File: src/design/vdes_pkg.sv
// Package for the vehicle drive enable sequencer.
// Phase codes, LED codes, register map and the word/state structs.
// No dependencies; imported by every module of the block.
package vdes_pkg;

    // Sequencer phase codes
    localparam logic [2:0] PH_STARTUP    = 3'd0;
    localparam logic [2:0] PH_NOT_ACTIVE = 3'd1;
    localparam logic [2:0] PH_ACTIVE     = 3'd2;
    localparam logic [2:0] PH_ENABLING   = 3'd3;
    localparam logic [2:0] PH_SOUND      = 3'd4;
    localparam logic [2:0] PH_DRIVE      = 3'd5;

    // LED colors
    localparam logic [2:0] LED_GREEN  = 3'd0;
    localparam logic [2:0] LED_RED    = 3'd1;
    localparam logic [2:0] LED_YELLOW = 3'd2;
    localparam logic [2:0] LED_ORANGE = 3'd3;
    localparam logic [2:0] LED_PINK   = 3'd4;

    // LED blink patterns
    localparam logic [1:0] PAT_CODE3 = 2'd0;
    localparam logic [1:0] PAT_CODE0 = 2'd1;
    localparam logic [1:0] PAT_CODE5 = 2'd2;
    localparam logic [1:0] PAT_ALT21 = 2'd3;

    // Register map
    localparam int         ADDR_W          = 3;
    localparam logic [0:0] REG_SOUND_TICKS = 1'b0;
    localparam logic [15:0] SOUND_TICKS_RST = 16'd200;
    localparam logic [15:0] COUNT_MAX       = 16'hFFFF;

    // One input word (one control-loop tick)
    typedef struct packed {
        logic [14:0] torque_request;
        logic        pedals_agree;
        logic        brake_ok;
        logic        accel_ok;
        logic        inverter_is_off;
        logic        inverter_is_ready;
        logic        enable_timed_out;
        logic        brake_held;
        logic        start_button;
        logic        hv_active;
    } t_in;

    // Sequencer state carried from tick to tick
    typedef struct packed {
        logic [2:0]  phase;
        logic [15:0] sound_count;
        logic        buzzer;
        logic [2:0]  flags;
    } t_state;

    // One result word
    typedef struct packed {
        logic [2:0]  plausible_flags;
        logic [14:0] torque_command;
        logic        torque_valid;
        logic        kick_value;
        logic        kick_valid;
        logic        precharge_request;
        logic        start_inverter_pulse;
        logic        clear_fault_pulse;
        logic        buzzer_on;
        logic [1:0]  led_pattern;
        logic [2:0]  led_color;
        logic [2:0]  phase;
    } t_out;

endpackage

File: src/design/vdes_apb_regs.sv
// APB configuration register for the drive enable sequencer (sound_ticks).
// Depends on vdes_pkg for the register map and reset value.
module vdes_apb_regs import vdes_pkg::*; (
    input  logic              i_clk,
    input  logic              i_rst_n,
    input  logic              psel,
    input  logic              penable,
    input  logic              pwrite,
    input  logic [ADDR_W-1:0] paddr,
    input  logic [31:0]       pwdata,
    output logic [31:0]       prdata,
    output logic              pready,
    output logic [15:0]       o_sound_ticks
);

    logic [15:0] r_sound_ticks;
    logic        wr_en;

    assign pready = 1'b1;
    assign wr_en  = psel && penable && pwrite && (paddr[2] == REG_SOUND_TICKS);

    // register write
    always_ff @(posedge i_clk) begin
        if (!i_rst_n) begin
            r_sound_ticks <= SOUND_TICKS_RST;
        end else if (wr_en) begin
            r_sound_ticks <= pwdata[15:0];
        end
    end

    // read back
    always_comb begin
        if (paddr[2] == REG_SOUND_TICKS) begin
            prdata = {16'b0, r_sound_ticks};
        end else begin
            prdata = 32'b0;
        end
    end

    assign o_sound_ticks = r_sound_ticks;

endmodule

File: src/design/vdes_step.sv
// Next-state and result logic for one tick of the drive enable sequencer.
// Purely combinational; depends on vdes_pkg for codes and structs.
module vdes_step import vdes_pkg::*; (
    input  t_state      i_state,
    input  t_in         i_word,
    input  logic [15:0] i_sound_ticks,
    output t_state      o_state,
    output t_out        o_word
);

    logic [2:0]  target;
    logic [15:0] cnt_inc;
    logic [15:0] cnt_upd;
    logic [2:0]  flags_upd;
    logic        clr, start, pre, kv, kval, tv;
    logic [14:0] tq;
    logic [2:0]  color;
    logic [1:0]  pattern;

    assign cnt_inc = (i_state.sound_count == COUNT_MAX) ? i_state.sound_count
                                                        : i_state.sound_count + 16'd1;

    // per-phase behavior, picks the target phase
    always_comb begin
        target    = i_state.phase;
        cnt_upd   = i_state.sound_count;
        flags_upd = i_state.flags;
        pre       = 1'b0;
        kv        = 1'b0;
        kval      = 1'b0;
        tv        = 1'b0;
        tq        = 15'd0;
        unique case (i_state.phase)
            PH_NOT_ACTIVE: begin
                pre = 1'b1;
                if (i_word.hv_active) target = PH_ACTIVE;
            end
            PH_ACTIVE: begin
                if (!i_word.hv_active) begin
                    target = PH_NOT_ACTIVE;
                end else begin
                    kv = 1'b1;
                    if (i_word.start_button && i_word.brake_held) target = PH_ENABLING;
                end
            end
            PH_ENABLING: begin
                priority if (!i_word.hv_active)       target = PH_NOT_ACTIVE;
                else if (i_word.enable_timed_out)     target = PH_ACTIVE;
                else if (i_word.inverter_is_ready)    target = PH_SOUND;
                else                                  target = i_state.phase;
            end
            PH_SOUND: begin
                priority if (!i_word.hv_active) begin
                    target = PH_NOT_ACTIVE;
                end else if (!i_word.inverter_is_off) begin
                    target = PH_ACTIVE;
                end else begin
                    kv      = 1'b1;
                    kval    = 1'b1;
                    cnt_upd = cnt_inc;
                    if (cnt_inc >= i_sound_ticks) target = PH_DRIVE;
                end
            end
            PH_DRIVE: begin
                priority if (!i_word.hv_active) begin
                    target = PH_NOT_ACTIVE;
                end else if (!i_word.inverter_is_off) begin
                    target = PH_ACTIVE;
                end else begin
                    flags_upd = {i_word.pedals_agree, i_word.brake_ok, i_word.accel_ok};
                    tv        = 1'b1;
                    if (i_word.accel_ok && i_word.brake_ok && i_word.pedals_agree)
                        tq = i_word.torque_request;
                end
            end
            default: begin
                // startup and unused codes hold
            end
        endcase
    end

    // exit and entry actions on a phase change
    always_comb begin
        o_state.phase       = i_state.phase;
        o_state.sound_count = cnt_upd;
        o_state.buzzer      = i_state.buzzer;
        o_state.flags       = flags_upd;
        clr                 = 1'b0;
        start               = 1'b0;
        if (target != i_state.phase) begin
            if (i_state.phase == PH_NOT_ACTIVE) clr = 1'b1;
            if (i_state.phase == PH_SOUND) o_state.buzzer = 1'b0;
            o_state.phase = target;
            if (target == PH_ENABLING) begin
                clr   = 1'b1;
                start = 1'b1;
            end
            if (target == PH_SOUND) begin
                o_state.buzzer      = 1'b1;
                o_state.sound_count = 16'd0;
            end
        end
    end

    // LED from the phase after the tick
    always_comb begin
        unique case (o_state.phase)
            PH_ACTIVE:   begin color = LED_RED;    pattern = PAT_CODE0; end
            PH_ENABLING: begin color = LED_YELLOW; pattern = PAT_CODE5; end
            PH_SOUND:    begin color = LED_ORANGE; pattern = PAT_ALT21; end
            PH_DRIVE:    begin color = LED_PINK;   pattern = PAT_CODE3; end
            default:     begin color = LED_GREEN;  pattern = PAT_CODE3; end
        endcase
    end

    assign o_word.phase                = o_state.phase;
    assign o_word.led_color            = color;
    assign o_word.led_pattern          = pattern;
    assign o_word.buzzer_on            = o_state.buzzer;
    assign o_word.clear_fault_pulse    = clr;
    assign o_word.start_inverter_pulse = start;
    assign o_word.precharge_request    = pre;
    assign o_word.kick_valid           = kv;
    assign o_word.kick_value           = kval;
    assign o_word.torque_valid         = tv;
    assign o_word.torque_command       = tq;
    assign o_word.plausible_flags      = o_state.flags;

endmodule

File: src/design/vehicle_drive_enable_sequencer_unit.sv
// A word goes into the input register; its result is held in the result register,
// which also holds the new sequencer state.
// Throughput: one word per cycle while the output is not stalled.
// Output stalls back up through the input register to s_axis_tready.
// Reset (synchronous, active low): phase not active, counters and flags zero,
// sound_ticks 200, both stages empty.
module vehicle_drive_enable_sequencer_unit import vdes_pkg::*; (
    input  logic              i_clk,
    input  logic              i_rst_n,
    // input stream
    input  logic              s_axis_tvalid,
    output logic              s_axis_tready,
    // tdata from bit 0: hv_active, start_button, brake_held, enable_timed_out,
    // inverter_is_ready, inverter_is_off, accel_ok, brake_ok, pedals_agree,
    // torque_request[14:0]
    input  logic [23:0]       s_axis_tdata,
    // result stream
    output logic              m_axis_tvalid,
    input  logic              m_axis_tready,
    // tdata from bit 0: phase[2:0], led_color[2:0], led_pattern[1:0], buzzer_on,
    // clear_fault_pulse, start_inverter_pulse, precharge_request, kick_valid,
    // kick_value, torque_valid, torque_command[14:0], plausible_flags[2:0], zero pad
    output logic [39:0]       m_axis_tdata,
    // configuration port
    input  logic              psel,
    input  logic              penable,
    input  logic              pwrite,
    input  logic [ADDR_W-1:0] paddr,
    input  logic [31:0]       pwdata,
    output logic [31:0]       prdata,
    output logic              pready
);

    logic [15:0] sound_ticks;
    logic        r_in_valid;
    t_in         r_in;
    logic        r_out_valid;
    t_out        r_out;
    t_state      r_state;
    t_state      n_state;
    t_out        n_out;
    logic        adv;
    logic        in_acc;

    vdes_apb_regs u_regs (
        .i_clk         (i_clk),
        .i_rst_n       (i_rst_n),
        .psel          (psel),
        .penable       (penable),
        .pwrite        (pwrite),
        .paddr         (paddr),
        .pwdata        (pwdata),
        .prdata        (prdata),
        .pready        (pready),
        .o_sound_ticks (sound_ticks)
    );

    vdes_step u_step (
        .i_state       (r_state),
        .i_word        (r_in),
        .i_sound_ticks (sound_ticks),
        .o_state       (n_state),
        .o_word        (n_out)
    );

    // handshakes
    assign adv           = r_in_valid && (!r_out_valid || m_axis_tready);
    assign s_axis_tready = !r_in_valid || adv;
    assign in_acc        = s_axis_tvalid && s_axis_tready;

    // input register
    always_ff @(posedge i_clk) begin
        if (!i_rst_n) begin
            r_in_valid <= 1'b0;
        end else if (in_acc) begin
            r_in_valid <= 1'b1;
        end else if (adv) begin
            r_in_valid <= 1'b0;
        end
    end

    always_ff @(posedge i_clk) begin
        if (in_acc) begin
            r_in <= t_in'(s_axis_tdata);
        end
    end

    // sequencer state and result register
    always_ff @(posedge i_clk) begin
        if (!i_rst_n) begin
            r_out_valid         <= 1'b0;
            r_state.phase       <= PH_NOT_ACTIVE;
            r_state.sound_count <= 16'd0;
            r_state.buzzer      <= 1'b0;
            r_state.flags       <= 3'd0;
        end else if (adv) begin
            r_out_valid <= 1'b1;
            r_state     <= n_state;
        end else if (m_axis_tready) begin
            r_out_valid <= 1'b0;
        end
    end

    always_ff @(posedge i_clk) begin
        if (adv) begin
            r_out <= n_out;
        end
    end

    assign m_axis_tvalid = r_out_valid;
    assign m_axis_tdata  = {7'b0, r_out};

endmodule
File: config.mk
export PLATFORM = sky130hd
export DESIGN_NAME = vehicle_drive_enable_sequencer_unit
export DESIGN_NICKNAME = d
export VERILOG_FILES = /design/src/design/vdes_pkg.sv /design/src/design/vdes_apb_regs.sv /design/src/design/vdes_step.sv /design/src/design/vehicle_drive_enable_sequencer_unit.sv
export SDC_FILE = /design/constraint.sdc
export NUM_CORES = 1
export LEC_CHECK = 0
export ABC_AREA = 1
export BUFFER_PORTS_ARGS = -buffer_cell sky130_fd_sc_hd__buf_4
export CAP_MARGIN = 10
export CORE_MARGIN = 4
export CORE_UTILIZATION = 47
export DETAILED_ROUTE_END_ITERATION = 10
export HOLD_SLACK_MARGIN = 0.12
export PLACE_DENSITY_LB_ADDON = 0.15
export SYNTH_ARGS = -nofsm -noshare
export SYNTH_HDL_FRONTEND = slang
export SYNTH_SLANG_ARGS = --single-unit
File: constraint.sdc
create_clock -name i_clk -period 2.6 [get_ports i_clk]
set_input_delay 0.13 -clock i_clk [delete_from_list [all_inputs] [get_ports i_clk]]
set_output_delay 0.13 -clock i_clk [all_outputs]
set_load 0.005 [all_outputs]
# Word-level counts from Yosys, hierarchy flattened

Index checks and enable logic that the tools add are counted.

Output and inout port bits: 75
Input bits: 66
Logic and storage cells: 96
Bits in registers: 98

Order comparisons: 1
$add $sub $neg: 1
Equal/unequal tests: 13
Muxes and demuxes: 36
Bitwise operators: 1
Reduce and logical (&&, ||, !) cells: 15

Operators with widths:

| cell                                                | count |
|---|---|
| two-way mux 16 bit                                  | 5 |
| two-way mux 3 bit                                   | 14 |
| two-way mux 20 bit                                  | 1 |
| two-way mux 17 bit                                  | 1 |
| adder 16 x 1 -> 16 bit, second input constant       | 1 |
| equality test 16 bit, second input constant         | 1 |
| greater-or-equal comparator 16 bit                  | 1 |
| equality test 3 x 2 -> 1 bit, second input constant | 5 |
| equality test 3 bit, second input constant          | 5 |
| case mux 3 bit (5 select lines)                     | 1 |
| case mux 3 bit (4 select lines)                     | 1 |
| two-way mux 1 bit                                   | 11 |
| logical AND 1 bit                                   | 8 |
| case mux 2 bit (3 select lines)                     | 1 |
| AND reduction 4 bit                                 | 1 |
| nonzero test 2 bit                                  | 2 |
| equality test 3 x 1 -> 1 bit, second input constant | 1 |
| inequality test 3 bit                               | 1 |
| zero test 1 bit                                     | 2 |
| logical OR 1 bit                                    | 2 |
| case mux 1 bit (2 select lines)                     | 1 |
| NOT 1 bit                                           | 1 |

# Depth between registers and ports, before layout

Word-level depth: 12
Depth in mapped cells: 26

# By module

Synthesis repeated with hierarchy kept, for this count alone.

Cells, all modules: 727
Area total of the unflattened synthesis: 5810.6 µm²

Modules (own cells, without submodules):

| module                              | area each (µm²) | cells each | times used | seq. area each (µm²) |
|---|---|---|---|---|
| vehicle_drive_enable_sequencer_unit | 2940.3          | 226        | 1          | 2212.1 |
| vdes_step                           | 1844.3          | 345        | 1          | 0.0 |
| vdes_apb_regs                       | 1026.0          | 156        | 1          | 320.3 |

# Worst setup path before layout

Ideal clock, no wire load.

Path type: reg-to-reg
Start point: reg r_state[4] (netlist name)
End point: reg r_out (netlist bit m_axis_tdata[7]) (data pin)
Period minus slack after synthesis: 2.712 ns
Path slack: -0.112 ns
Data required time: 2.338 ns
Stages on the path, launching flop included: 22
Data arrival time: 2.450 ns
Library setup time: 0.262 ns
Path buffers: 1
Cell sequence: dfxtp_1 -> ha_1 -> inv_2 -> nor2_4 -> nand3_4 -> nor2_8 -> nand4_4 -> buf_6 -> nand3_1 -> xnor2_1 -> ha_1 -> nand2_1 -> inv_1 -> nand2_1 -> a21oi_1 -> nor2_1 -> nand2_1 -> nand2_1 -> nand2_1 -> inv_2 -> a21oi_2 -> o21ai_0

RTL lines:

| item                   | line                                       | RTL |
|---|---|---|
| from (decl)            | vehicle_drive_enable_sequencer_unit.sv:39  | `t_state r_state;` |
| from (signal assigned) | vehicle_drive_enable_sequencer_unit.sv:98  | `r_state <= n_state;` |
| to (signal assigned)   | vehicle_drive_enable_sequencer_unit.sv:106 | `r_out <= n_out;` |
| to (decl)              | vehicle_drive_enable_sequencer_unit.sv:38  | `t_out r_out;` |

# Worst setup path after layout

Start point: reg r_state[4] (netlist name)
End point: reg r_out (netlist bit m_axis_tdata[9]) (data pin)

Cells in the longest elaborated chain, start to end: 9
Elaborated cells on any way between the ends: 11
Classes of those cells: add/sub: 1; order compare: 1; eq/ne: 3; mux: 6

RTL lines:

| item                                                           | line                             | RTL |
|---|---|---|
| adder 16 x 1 -> 16 bit or equality test 16 bit (tied branches) | vdes_step.sv:21, vdes_step.sv:20 |  |
| two-way mux 16 bit (*)                                         | vdes_step.sv:20                  | `assign cnt_inc = (i_state.sound_count == COUNT_MAX) ? i_state.sound_count` |
| greater-or-equal comparator 16 bit (*)                         | vdes_step.sv:61                  | `if (cnt_inc >= i_sound_ticks) target = PH_DRIVE;` |
| two-way mux 3 bit (*)                                          | vdes_step.sv:61                  |  |
| two-way mux 3 bit (*)                                          | vdes_step.sv:55                  | `end else if (!i_word.inverter_is_off) begin` |
| two-way mux 3 bit (*)                                          | vdes_step.sv:53                  | `priority if (!i_word.hv_active) begin` |
| case mux 3 bit (5 select lines) (*)                            | vdes_step.sv:33                  | `unique case (i_state.phase)` |
| equality test 3 x 2 -> 1 bit                                   | vdes_step.sv:94                  | `if (target == PH_ENABLING) begin` |
| two-way mux 1 bit                                              | vdes_step.sv:94                  |  |

Mark *: on every way between the ends. The rest lies on a longest branch, timed or not.
A chain may end at the register's enable or synchronous reset.

==> results.cfg <==
[detailed_routing]
vias_per_cell = 4.77
ant_nets = 0
num_vias = 4240
wl_per_cell_um = 12.8
drtPass1Iterations = 4
drtIter0Drc = 144
totalWireLength_um = 11400
remaining_drc_errors = 0

[grt]
antenna_found_initial = 0
grt_overflow = 0
grt_pass1_wl_um = 18300
grtUsageTotal_pct = 19.4
grt_pass1_vias = 4079
grt_max_degree = 27

[min_path]
hold_start = s_axis_tdata[9]
hold_class = input pin to register
whs_path_depth = 2
holdPathEnd = r_in[9]

[finish]
area_delta_synth_final_pct = 40.7
diodes = 0
final_cell_mix = buf_4, nand2_1, inv_1, nor2_1, dlygate4sd3_1
fin_area_um2 = 6900
drive_gt1_share_pct = 29.0
final_common_cell = buf_4
fin_nets = 830
finish.utilization_pct = 67.5

[power]
power.density_nw_per_um2 = 493
leakage_nw = 3.11
power_mw = 3.40
ir_drop_mv = 0.331

[synthesis]
ys_seq_area_share_pct = 51.0
synth_ff_type = edfxtp_1
ys_async_sr_fraction_pct = 0
ys_ff_latch = 97
synth_cell_types = 43
synth.cell_area_um2 = 4900
syn_inst = 554
synth_edf_count = 56
synth_warnings = 0
syn_area_per_cell_um2 = 8.85

[clocking]
root_buffer = clkbuf_8
cts_sinks = 97
path_clk_slew_ps = 100
numCtsBuffers = 9
insertion_delay_ps = 370
cts_tree = yes
cts_max_path_buffers = 2
htree_levels = 3

[flow_run]
maxCapViolCount = 0

[place]
port_buffers = 98
dpl.hpwl_um = 7810
gp_congestion = 0.895
place_area_um2 = 5960

[sta]
maxSlewViolCount = 0
layout_min_cycle_time_ps = 2980
max_freq_ghz = 0.335
setup_viol_count_final = 10
worstMarginPinSlew_ps = 899
maxSlewHeadroom_pct = 40.0
rsz0062_at_grt = yes
hold_violations = 0
hold_ws_ps = 469
fin_ws_ps = -384
clock_skew_ps = 14.4
min_period_over_period_pct = 115

[setup_path]
critPathMaxFanout = 7
rr_worst_depth = 24
rr_endpoint = m_axis_tdata[9]
path_class = register to register
reg2reg_from = r_state[4]
rrSetupSlack_ps = -380
endpoint_kind = register
cp.required_ps = 2730
worst_ep_arrival_time_ps = 3110
cp-start-kind = register

[floorplan]
core_um2 = 10200
start_util_pct = 47.9
row_count = 37
fp.dieH_um = 110
die_x_um = 110
die_area_um2 = 12100
num_io_pins = 141

[outcome]
violations = setup timing
status = complete, but fails checks
report_power, final:
group / leakage, nW / total [mW] / switching, mW / internal [mW]
combinational: 2.14 / 0.598 / 0.303 / 0.295
sequential: 0.866 / 1.76 / 0.0398 / 1.72
clock: 0.110 / 1.05 / 0.575 / 0.473
cell families after synthesis:
| kind of cell | Yosys count | synth area share [%] |
|---|---|---|
| flops | 97 | 51.0 |
| other cells | 2 | 0.153 |
| buf+inv | 127 | 11.9 |
| xor+xnor | 9 | 1.76 |
| simple gates | 201 | 18.9 |
| fa+ha+maj | 17 | 4.34 |
| compound gates | 101 | 12.0 |
layer usage:
metal / vias up / wire length, um / global-route usage, % / share of wire [%]
li1: 2151 / - / - / -
met1: 1977 / 4790 / 22.8 / 42
met2: 95 / 5900 / 35.1 / 52
met3: 17 / 446 / 2.80 / 3.9
met4: 0 / 218 / 8.00 / 1.9
met5: - / 0 / 0 / 0
worst max-delay path, cell delays in order, from the launching register on:
cell and delay [ps]:
dfxtp_4 380, ha_4 150, inv_4 40, nor2_4 110
nand3_4 100, nor2_8 180, nand4_4 170, nand3_1 120
o21a_1 160, ha_1 260, nand2_2 90, nor2_2 30
nor2_1 100, nand2_1 70, nand2_1 50, nand2_1 70
nand2_1 80, nand2_2 80, nand2_4 80, nand2_4 60
nand3_2 70, nand2_2 70, buf_4 130, nand3_2 50
nand2_1 50
cell usage after synthesis (2+ instances only):
master / count / area [um^2]
buf_4: 25 / 188
a31oi_1: 2 / 12.5
dfxtp_1: 41 / 821
o21a_1: 2 / 15.0
edfxtp_1: 56 / 1680
nand2_2: 3 / 18.8
a21oi_2: 3 / 26.3
nand2_1: 85 / 319
a211oi_1: 4 / 30.0
nor3_1: 2 / 10.0
nor2_1: 68 / 255
a211oi_2: 5 / 62.6
clkbuf_1: 11 / 41.3
nor2_4: 2 / 22.5
buf_2: 5 / 25.0
inv_2: 10 / 37.5
nand3_1: 24 / 120
xnor2_1: 4 / 35.0
nor3_2: 3 / 30.0
o21ai_0: 29 / 145
inv_1: 74 / 278
ha_1: 17 / 213
o21ai_1: 6 / 30.0
conb_1: 2 / 7.51
nand4_1: 4 / 25.0
o211ai_1: 4 / 30.0
xor2_1: 4 / 35.0
a21oi_1: 44 / 220
final cells by class:
cell class | instances | area (um^2)
clock buffers | 9 | 124
clock inverters | 7 | 90.1
fillers | 843 | 3330
inverters | 85 | 322
multi-input cells | 353 | 2030
flip-flops and latches | 97 | 2510
well taps | 136 | 170
repair buffers | 201 | 1660
worst max path at each step:
stage	from	to	slack, ps	depth (start not counted)
6_report	r_state[4]	m_axis_tdata[9]	-380	24
5_1_grt	r_state[4]	m_axis_tdata[9]	-580	25
4_1_cts	r_state[5]	m_axis_tdata[8]	-330	26
3_5_place_dp	r_state[5]	m_axis_tdata[8]	-420	26
3_3_place_gp	r_state[5]	m_axis_tdata[8]	-350	26
2_1_floorplan	r_state[5]	m_axis_tdata[8]	-40	24
registers in the layout (all words and copies together) (netlist names):
signal / cells
r_in: 24
r_in_valid: 1
m_axis_tvalid: 1
u_regs.o_sound_ticks: 16
m_axis_tdata: 32
r_state: 23
per-stage QoR:
step | setup slack [ps] | setup TNS, ps | instances
after global placement | -346 | -2000 | 806
after global routing | -577 | -4700 | 888
after floorplan | -41.0 | -55.9 | 576
after CTS | -325 | -2140 | 884
after detailed placement | -424 | -2830 | 806
final | -384 | -2900 | 888
what timing repair did:
item,in CTS,in global routing
hold buffers,58,0
hold endpoints to repair,43,0
cloned,1,0
gates resized for setup,9,15
buffers inserted,3,4
pin swaps,6,16
endpoints found under the setup margin,10,10
No activity file was read; power rests on OpenSTA's default activity.
